## src/rtl/bga_pkg.sv

```systemverilog
// Shared types, constants and helpers of the grid automaton step block.
`default_nettype none

package bga_pkg;

  localparam int unsigned RowWidth   = 32;
  localparam int unsigned MaxColumns = 32;
  localparam int unsigned ColsWidth  = 6;
  localparam int unsigned LimitWidth = 4;
  localparam int unsigned CfgIdxWidth = 2;
  localparam int unsigned CfgDataWidth = 6;

  localparam logic [LimitWidth-1:0] BirthReset   = LimitWidth'(4);
  localparam logic [LimitWidth-1:0] DeathReset   = LimitWidth'(5);
  localparam logic [ColsWidth-1:0]  ColumnsReset = ColsWidth'(32);

  typedef enum logic [CfgIdxWidth-1:0] {
    CfgBirthLimit   = 2'd0,
    CfgDeathLimit   = 2'd1,
    CfgColumnsInUse = 2'd2
  } cfg_idx_e;

  typedef struct packed {
    logic [RowWidth-1:0] row_cells;
    logic                last_row;
  } in_t;

  typedef struct packed {
    logic [RowWidth-1:0] new_row_cells;
    logic                grid_done;
  } out_t;

  typedef struct packed {
    logic first;
    logic second;
  } push_t;

  function automatic logic [RowWidth-1:0] width_mask(input logic [ColsWidth-1:0] cols);
    logic [ColsWidth:0]  w;
    logic [RowWidth-1:0] m;
    w = ({1'b0, cols} > (ColsWidth+1)'(MaxColumns)) ? (ColsWidth+1)'(MaxColumns)
                                                     : {1'b0, cols};
    for (int c = 0; c < RowWidth; c++) begin
      m[c] = ((ColsWidth+1)'(c) < w);
    end
    return m;
  endfunction

endpackage

`default_nettype wire

```

## src/rtl/bga_gen.sv

```systemverilog
// Next-generation row from three neighbouring rows.
`default_nettype none

module bga_gen (
  input  logic [bga_pkg::RowWidth-1:0]   above_i,
  input  logic [bga_pkg::RowWidth-1:0]   here_i,
  input  logic [bga_pkg::RowWidth-1:0]   below_i,
  input  logic [bga_pkg::ColsWidth-1:0]  cols_i,
  input  logic [bga_pkg::LimitWidth-1:0] birth_i,
  input  logic [bga_pkg::LimitWidth-1:0] death_i,
  output logic [bga_pkg::RowWidth-1:0]   row_o
);
  import bga_pkg::*;

  logic [RowWidth-1:0] mask;
  logic [RowWidth+1:0] a_pad;
  logic [RowWidth+1:0] h_pad;
  logic [RowWidth+1:0] b_pad;

  assign mask  = width_mask(cols_i);
  assign a_pad = {1'b0, above_i & mask, 1'b0};
  assign h_pad = {1'b0, here_i & mask, 1'b0};
  assign b_pad = {1'b0, below_i & mask, 1'b0};

  always_comb begin
    logic [3:0] cnt;
    for (int c = 0; c < RowWidth; c++) begin
      cnt = 4'(a_pad[c]) + 4'(a_pad[c+1]) + 4'(a_pad[c+2])
          + 4'(h_pad[c]) + 4'(h_pad[c+2])
          + 4'(b_pad[c]) + 4'(b_pad[c+1]) + 4'(b_pad[c+2]);
      row_o[c] = mask[c] & (h_pad[c+1] ? (cnt >= death_i) : (cnt >= birth_i));
    end
  end

endmodule

`default_nettype wire

```

## src/rtl/bga_outq.sv

```systemverilog
// Result queue: up to two words written and one read per cycle.
`default_nettype none

module bga_outq (
  input  logic           clk_i,
  input  logic           rst_ni,
  input  bga_pkg::push_t push_i,
  input  bga_pkg::out_t  first_i,
  input  bga_pkg::out_t  second_i,
  input  logic           pop_i,
  output logic           valid_o,
  output bga_pkg::out_t  data_o,
  output logic [2:0]     free_o
);
  import bga_pkg::*;

  localparam int unsigned Depth = 4;

  out_t       mem_q [Depth];
  logic [1:0] wr_q, wr_d;
  logic [1:0] rd_q, rd_d;
  logic [2:0] cnt_q, cnt_d;
  logic [1:0] n_push;
  logic       do_pop;

  assign n_push  = 2'(push_i.first) + 2'(push_i.second);
  assign valid_o = (cnt_q != 3'd0);
  assign data_o  = mem_q[rd_q];
  assign free_o  = 3'(Depth) - cnt_q;
  assign do_pop  = pop_i & valid_o;

  assign wr_d  = wr_q + n_push;
  assign rd_d  = rd_q + 2'(do_pop);
  assign cnt_d = cnt_q + 3'(n_push) - 3'(do_pop);

  always_ff @(posedge clk_i or negedge rst_ni) begin
    if (!rst_ni) begin
      wr_q  <= '0;
      rd_q  <= '0;
      cnt_q <= '0;
    end else begin
      wr_q  <= wr_d;
      rd_q  <= rd_d;
      cnt_q <= cnt_d;
    end
  end

  always_ff @(posedge clk_i) begin
    if (push_i.first) begin
      mem_q[wr_q] <= first_i;
      if (push_i.second) begin
        mem_q[wr_q + 2'd1] <= second_i;
      end
    end else if (push_i.second) begin
      mem_q[wr_q] <= second_i;
    end
  end

endmodule

`default_nettype wire

```

## src/rtl/binary_grid_automaton_step_top.sv

```systemverilog
// Top level of the grid automaton step block.
`default_nettype none

// Unless stalled, one row word enters per cycle, registered with the two rows
// held before it; two row generators then produce the result for the held row
// and, on the grid's last row, the result for that row too, and both go into a
// four-word result queue. A word yields one result for the held row, plus one
// for itself when it is the grid's last row; a grid's first row yields none
// unless it is also the last.
// Rows are taken every cycle while the queue keeps room; a grid's last row
// pushes one extra word. Rows pass the stage registers, then the result queue.
module binary_grid_automaton_step_top (
  input  logic                            clk_i,
  input  logic                            rst_ni,
  input  logic                            in_valid_i,
  output logic                            in_stall_o,
  input  bga_pkg::in_t                    in_data_i,
  output logic                            out_valid_o,
  input  logic                            out_stall_i,
  output bga_pkg::out_t                   out_data_o,
  input  logic                            cfg_valid_i,
  output logic                            cfg_ready_o,
  input  logic [bga_pkg::CfgIdxWidth-1:0] cfg_index_i,
  input  logic [bga_pkg::CfgDataWidth-1:0] cfg_data_i
);
  import bga_pkg::*;

  logic [LimitWidth-1:0] birth_q, death_q;
  logic [ColsWidth-1:0]  cols_q;

  logic [RowWidth-1:0] upper_q, middle_q;
  logic                holding_q;

  logic                st_valid_q;
  logic [RowWidth-1:0] st_above_q, st_here_q, st_in_q;
  logic                st_hold_q, st_last_q;

  logic                accept, st_adv;
  logic [1:0]          st_n;
  logic [2:0]          q_free;
  logic [RowWidth-1:0] res0, res1, above1;
  push_t               push;
  out_t                first_w, second_w;

  assign cfg_ready_o = 1'b1;

  always_ff @(posedge clk_i or negedge rst_ni) begin
    if (!rst_ni) begin
      birth_q <= BirthReset;
      death_q <= DeathReset;
      cols_q  <= ColumnsReset;
    end else if (cfg_valid_i) begin
      unique case (cfg_idx_e'(cfg_index_i))
        CfgBirthLimit:   birth_q <= cfg_data_i[LimitWidth-1:0];
        CfgDeathLimit:   death_q <= cfg_data_i[LimitWidth-1:0];
        CfgColumnsInUse: cols_q  <= cfg_data_i;
        default: ;
      endcase
    end
  end

  assign st_n       = 2'(st_hold_q) + 2'(st_last_q);
  assign st_adv     = st_valid_q && (q_free >= 3'(st_n));
  assign in_stall_o = st_valid_q && !st_adv;
  assign accept     = in_valid_i && !in_stall_o;

  always_ff @(posedge clk_i or negedge rst_ni) begin
    if (!rst_ni) begin
      upper_q    <= '0;
      middle_q   <= '0;
      holding_q  <= 1'b0;
      st_valid_q <= 1'b0;
    end else begin
      if (accept) begin
        st_valid_q <= 1'b1;
        if (in_data_i.last_row) begin
          upper_q   <= '0;
          middle_q  <= '0;
          holding_q <= 1'b0;
        end else begin
          upper_q   <= holding_q ? middle_q : '0;
          middle_q  <= in_data_i.row_cells;
          holding_q <= 1'b1;
        end
      end else if (st_adv) begin
        st_valid_q <= 1'b0;
      end
    end
  end

  always_ff @(posedge clk_i) begin
    if (accept) begin
      st_above_q <= upper_q;
      st_here_q  <= middle_q;
      st_in_q    <= in_data_i.row_cells;
      st_hold_q  <= holding_q;
      st_last_q  <= in_data_i.last_row;
    end
  end

  assign above1 = st_hold_q ? st_here_q : '0;

  bga_gen u_gen_held (
    .above_i (st_above_q),
    .here_i  (st_here_q),
    .below_i (st_in_q),
    .cols_i  (cols_q),
    .birth_i (birth_q),
    .death_i (death_q),
    .row_o   (res0)
  );

  bga_gen u_gen_last (
    .above_i (above1),
    .here_i  (st_in_q),
    .below_i ('0),
    .cols_i  (cols_q),
    .birth_i (birth_q),
    .death_i (death_q),
    .row_o   (res1)
  );

  assign push.first  = st_adv & st_hold_q;
  assign push.second = st_adv & st_last_q;

  assign first_w.new_row_cells  = res0;
  assign first_w.grid_done      = 1'b0;
  assign second_w.new_row_cells = res1;
  assign second_w.grid_done     = 1'b1;

  bga_outq u_outq (
    .clk_i    (clk_i),
    .rst_ni   (rst_ni),
    .push_i   (push),
    .first_i  (first_w),
    .second_i (second_w),
    .pop_i    (!out_stall_i),
    .valid_o  (out_valid_o),
    .data_o   (out_data_o),
    .free_o   (q_free)
  );

endmodule

`default_nettype wire
```

## config.mk

```make
export PLATFORM = sky130hd
export DESIGN_NAME = binary_grid_automaton_step_top
export DESIGN_NICKNAME = d
export VERILOG_FILES = /design/src/rtl/bga_pkg.sv /design/src/rtl/bga_gen.sv /design/src/rtl/bga_outq.sv /design/src/rtl/binary_grid_automaton_step_top.sv
export SDC_FILE = /design/constraint.sdc
export NUM_CORES = 1
export LEC_CHECK = 0
export BUFFER_PORTS_ARGS = -buffer_cell sky130_fd_sc_hd__buf_4
export CORE_MARGIN = 2
export CORE_UTILIZATION = 55
export CTS_CLUSTER_SIZE = 30
export DETAILED_ROUTE_END_ITERATION = 10
export PLACE_DENSITY = 0.8
export SYNTH_ARGS = -nofsm -noshare
export SYNTH_HDL_FRONTEND = slang
export SYNTH_SLANG_ARGS = --single-unit
```

## constraint.sdc

```tcl
create_clock -name clk_i -period 4.5 [get_ports clk_i]
set_input_delay 0.45 -clock clk_i [delete_from_list [all_inputs] [get_ports clk_i]]
set_output_delay 0.45 -clock clk_i [all_outputs]
set_load 0.05 [all_outputs]
```

# Word level (Yosys, flattened, before mapping)
# Memory sizes are Yosys's and may differ from the RTL's.
# Index checks and enable logic that the tools add are counted.
word_totals:
  regBits: 185
  ram_bits: 132
  inputBits: 46
  out_inout_bits: 36
  wordCells: 692
  mem_count: 1
classes:
  addsub: 348
  order_cmp: 162
  eq_ne: 2
  muxes: 80
  bitwise_logic: 72
  n_reduce_logical: 12
memory_table:
  columns: ["name", "words", "width", "rd", "rd_clocked_by_memory_dff", "write_ports", "line", "rtl"]
  rows:
  - ["u_outq.mem_q", 4, 33, 1, 0, 2, "bga_outq.sv:19", "out_t mem_q [Depth];"]
op_table:
  columns: ["operator", "count"]
  rows:
  - ["$add 4x1->4", 277]
  - ["$ge 4x4->1", 128]
  - ["$add 1x1->2", 64]
  - ["$and 32x32->32", 4]
  - ["$mux 32", 4]
  - ["$lt 5x7->1 const A", 16]
  - ["$mux 1", 74]
  - ["$and 1x1->1", 67]
  - ["$lt 4x7->1 const A", 8]
  - ["$mux 33", 1]
  - ["$lt 3x7->1 const A", 4]
  - ["$lt 1x7->1 const A", 2]
  - ["$lt 2x7->1 const A", 2]
  - ["$gt 6x6->1 const B", 1]
  - ["$mux 6", 1]
  - ["$reduce_and 2->1", 3]
  - ["$add 2x1->3", 1]
  - ["$add 3x2->3", 1]
  - ["$ge 3x2->1", 1]
  - ["$logic_and 1x1->1", 3]
  - ["$logic_not 1->1", 3]
  - ["$reduce_bool 3->1", 1]
  - ["$sub 3x1->3", 1]
  - ["$sub 3x3->3 const A", 1]
  - ["8 further kinds", 8]

# Logic depth before layout (Yosys ltp)
logic_depth:
  word_depth: 15
  depth_mapped: 22
  mapped_depth_nobuf: 21

# Hierarchy
# A second synthesis with hierarchy kept.
unflattened:
  cells_unflattened: 3451
  area_unflattened_um2: 36090.9
by_module_without_submodules:
  columns: ["module", "n_inst", "cells_per_inst", "area_each_um2", "seq_area_each_um2"]
  rows:
  - ["bga_gen (u_gen_last)", 1, 1275, 11029.3, 0.0]
  - ["bga_gen (u_gen_held)", 1, 1270, 11025.6, 0.0]
  - ["bga_outq", 1, 534, 7698.6, 4139.0]
  - ["binary_grid_automaton_step_top", 1, 372, 6337.3, 4949.7]

# Worst setup path before layout
# No wires, ideal clock.
synth_path:
  path_kind: "reg2reg"
  startpoint: "register cols_q[3]"
  endpoint: "memory u_outq.mem_q[1][2] (netlist bit) (data pin)"
  setup_ns: 0.268
  arrival_time_ns: 4.526
  required_ns: 4.232
  path_slack_ns: -0.294
  path_stages_with_launch: 21
  n_path_buf: 1
  period_less_slack_ns: 4.794
  cell_sequence: "dfrtp_1 buf_2 or2_2 or3_4 nand2_1 inv_1 ha_1 inv_1 fa_1 xor2_1 ha_1 inv_1 fa_1 fa_1 inv_1 ha_1 a21o_1 a21oi_1 nor2b_1 o2111ai_1 o22ai_1"
synth_rtl:
  columns: ["item", "line", "rtl"]
  rows:
  - ["start, declared", "binary_grid_automaton_step_top.sv:29", "logic [ColsWidth-1:0] cols_q;"]
  - ["start signal, assigned", "binary_grid_automaton_step_top.sv:51", "cols_q <= ColumnsReset;"]
  - ["start signal, assigned", "binary_grid_automaton_step_top.sv:56", "CfgColumnsInUse: cols_q <= cfg_data_i;"]
  - ["end, declared", "bga_outq.sv:19", null]

==> run metrics <==
status finished, violations left; failing checks negative setup slack; Post-Syn Area 0.03117 mm^2; die height 242.1 um; critical path's most frequent cell inv_1; Initial Util 55.50%; Top Ports 82; grt ovf 0; pre-CTS setup slack -0.3214 ns; sequential share of the synthesized area 29.03%; via count 27960; Post-synth ARST share 27.44%; Clock Root Buffer clkbuf_16; first-pass GRT wire length 140.1 mm; IO buf count 80; largest net degree at the start of global routing 63; #FFs+latches synth 317; largest family of logic cells by synthesized area adder cells; Post-Synth XOR/XNOR Area 1.854%; post-route ant nets 0; multiplexer share of the synthesized area 2.998%; Total Nets Final 4331; Slew Limit Headroom 26.86%; Layout Cells excl Fill 4302; via/cell ratio 6.499; Max Clk Rate 201.4 MHz; Worst R2R Setup Slack -0.47 ns; Syn Inst Count 3105; CP bufs+invs 11; CP Capture Type register; CTS sink cnt 317; Post-Synth Adder-Cell Area 35.07%; Max-cap violations 0; Final Cycle Share 110.4%; simple-gate share of the synthesized area 11.91%; Routed WL per cell 25.29 um; post-route setup TNS -26.38 ns; vias in the first global route 26060; fin worst setup slack -0.4663 ns; syn avg cell area 10.04 um^2; Slew Viols, Final 0; initial antenna violation count 3; ys flop type edfxtp_1; unrepaired setup endpoints after global routing yes; CP peak stage delay 0.48 ns; gp weighted congestion 0.9194; Longest Clk Path Bufs 3; Worst EP arrival 5.28 ns; total wire length 108.8 mm; Register-to-Register Path Depth 25; Iter 0 DRT Violations 3583; Skew-Pair Late Insertion Delay 0.59 ns; terminus of the critical flop-to-flop path u_outq.mem_q[0][6]$_DFFE_PP_; Die ar. 0.05860 mm^2; clock skew 0.03962 ns; Hold Slack 0.04804 ns; Final Hold Fails 0; TritonCTS Buffers 36; Core ar. 0.05617 mm^2; H-tree Lvls 2; worst endpoint required time 4.81 ns; minimum clock period 4.966 ns; compound-cell area share of the yosys netlist 11.83%; row count 87; CTS tree yes; Worst Setup Path Type register to register; Residual DRC 0; share of cells above drive strength 1 30.48%; Post-synth EDFFs 226; Worst-path clk slew 0.08 ns; Slowest-stage cell, CP fa_1; crit-path max FO 6; Syn Nets 3921; top cell family by delay on the critical path adder cells; Slew @ Worst Pin 1.095 ns; synth-to-layout area growth 26.31%; Die W 242.1 um; Startpoint Class register; worst setup path start cols_q[3]$_DFFE_PN0P_; Yosys cell types 67; Reg-to-Reg Start cols_q[3]$_DFFE_PN0P_; # setup viols final 118; worst hold path class input port to asynchronous set/reset pin; Ys Warns 0; drt pass-1 iters 8; Placed Instances 4130; Final HPWL DP 62.58 mm; overall routing resource usage 30.56%
-- state kept, by name (all words and copies together) (netlist names) --
name / cells
st_above_q: 32
u_outq.wr_q: 2
cols_q: 6
holding_q: 1
st_last_q: 1
death_q: 4
st_in_q: 32
st_hold_q: 1
st_valid_q: 1
middle_q: 32
u_outq.cnt_q: 3
u_outq.rd_q: 2
birth_q: 4
upper_q: 32
st_here_q: 32
u_outq.mem_q: 132
-- timing repair --
action,in CTS,in global routing
pin swaps,71,267
setup buffers,20,84
setup endpoints to repair,120,120
hold buffers,0,0
resized for setup,157,590
-- worst max-delay path by stage --
stage                     slack (ns)  cells after the start                       endpoint
after CTS                      -0.22                     20   u_outq.mem_q[1][2]$_DFFE_PP_
after global placement         -0.21                     20  u_outq.mem_q[1][31]$_DFFE_PP_
after floorplan                -0.04                     20   u_outq.mem_q[1][2]$_DFFE_PP_
final                          -0.47                     25   u_outq.mem_q[0][6]$_DFFE_PP_
after detailed placement       -0.32                     19  u_outq.mem_q[3][12]$_DFFE_PP_
after global routing           -0.62                     25   u_outq.mem_q[0][6]$_DFFE_PP_
-- routing by layer --
metal	routed length, um	vias up	GRT usage, %
met5	34	-	0
met4	9577	6	16.27
met3	13600	828	6.436
met2	48620	2134	49.93
met1	36960	13320	38.16
li1	-	11670	-
-- cell usage in the layout (no fill, tap or decap), types with 38 or more instances in the layout --
cell type and count:
a21o_1 45, a211oi_2 61, ha_1 546, o22ai_1 86
nor2b_1 44, nand2_2 42, inv_2 108, nand2b_1 162
o21ai_1 82, nor2_1 134, fa_2 38, ha_4 44
buf_4 368, inv_1 406, nand2_1 115, fa_1 135
buf_6 59, edfxtp_1 226, o21ai_0 85, dfrtp_1 78
a21oi_1 69
-- metrics by stage --
stage	util [%]	instance area (um^2)
after floorplan	-	31250
after global placement	61.55	34570
after detailed placement	61.55	34570
after CTS	64.95	36480
after global routing	70.08	39370
final	70.10	39370
-- kinds of logic after synthesis --
group / Yosys count
adder cells (fa/ha/maj): 770
flip-flops: 317
multiplexers: 50
AND/OR/NAND/NOR: 723
other: 1
buffers and inverters: 597
XOR/XNOR: 66
AO/OA/AOI/OAI: 581
-- cell usage after synthesis (50+ instances only) --
cell / instances / area (um^2)
o21ai_0: 170 / 850.8
a21o_1: 51 / 382.9
dfrtp_1: 83 / 2077
a211oi_1: 84 / 630.6
nand2b_1: 165 / 1032
inv_1: 523 / 1963
nor2_1: 141 / 529.3
a21oi_1: 85 / 425.4
o22ai_1: 96 / 600.6
fa_1: 173 / 3463
nand2_1: 205 / 769.5
ha_1: 597 / 7470
xnor2_1: 50 / 437.9
edfxtp_1: 226 / 6787
-- cell type report --
class                      instances  area [um^2]
multi-input combinational       2191        22390
clock buffer                      46        979.7
sequential                       317         9055
tap                              756        945.9
inverter                         523         1986
clock inverter                    20        227.7
antenna                            3        7.507
fill                            3391        16800
timing repair buffer             446         3777
Power is left out: the tool's default activity adds up to more than one toggle a clock period on the data nets, which glitch-free logic cannot reach.
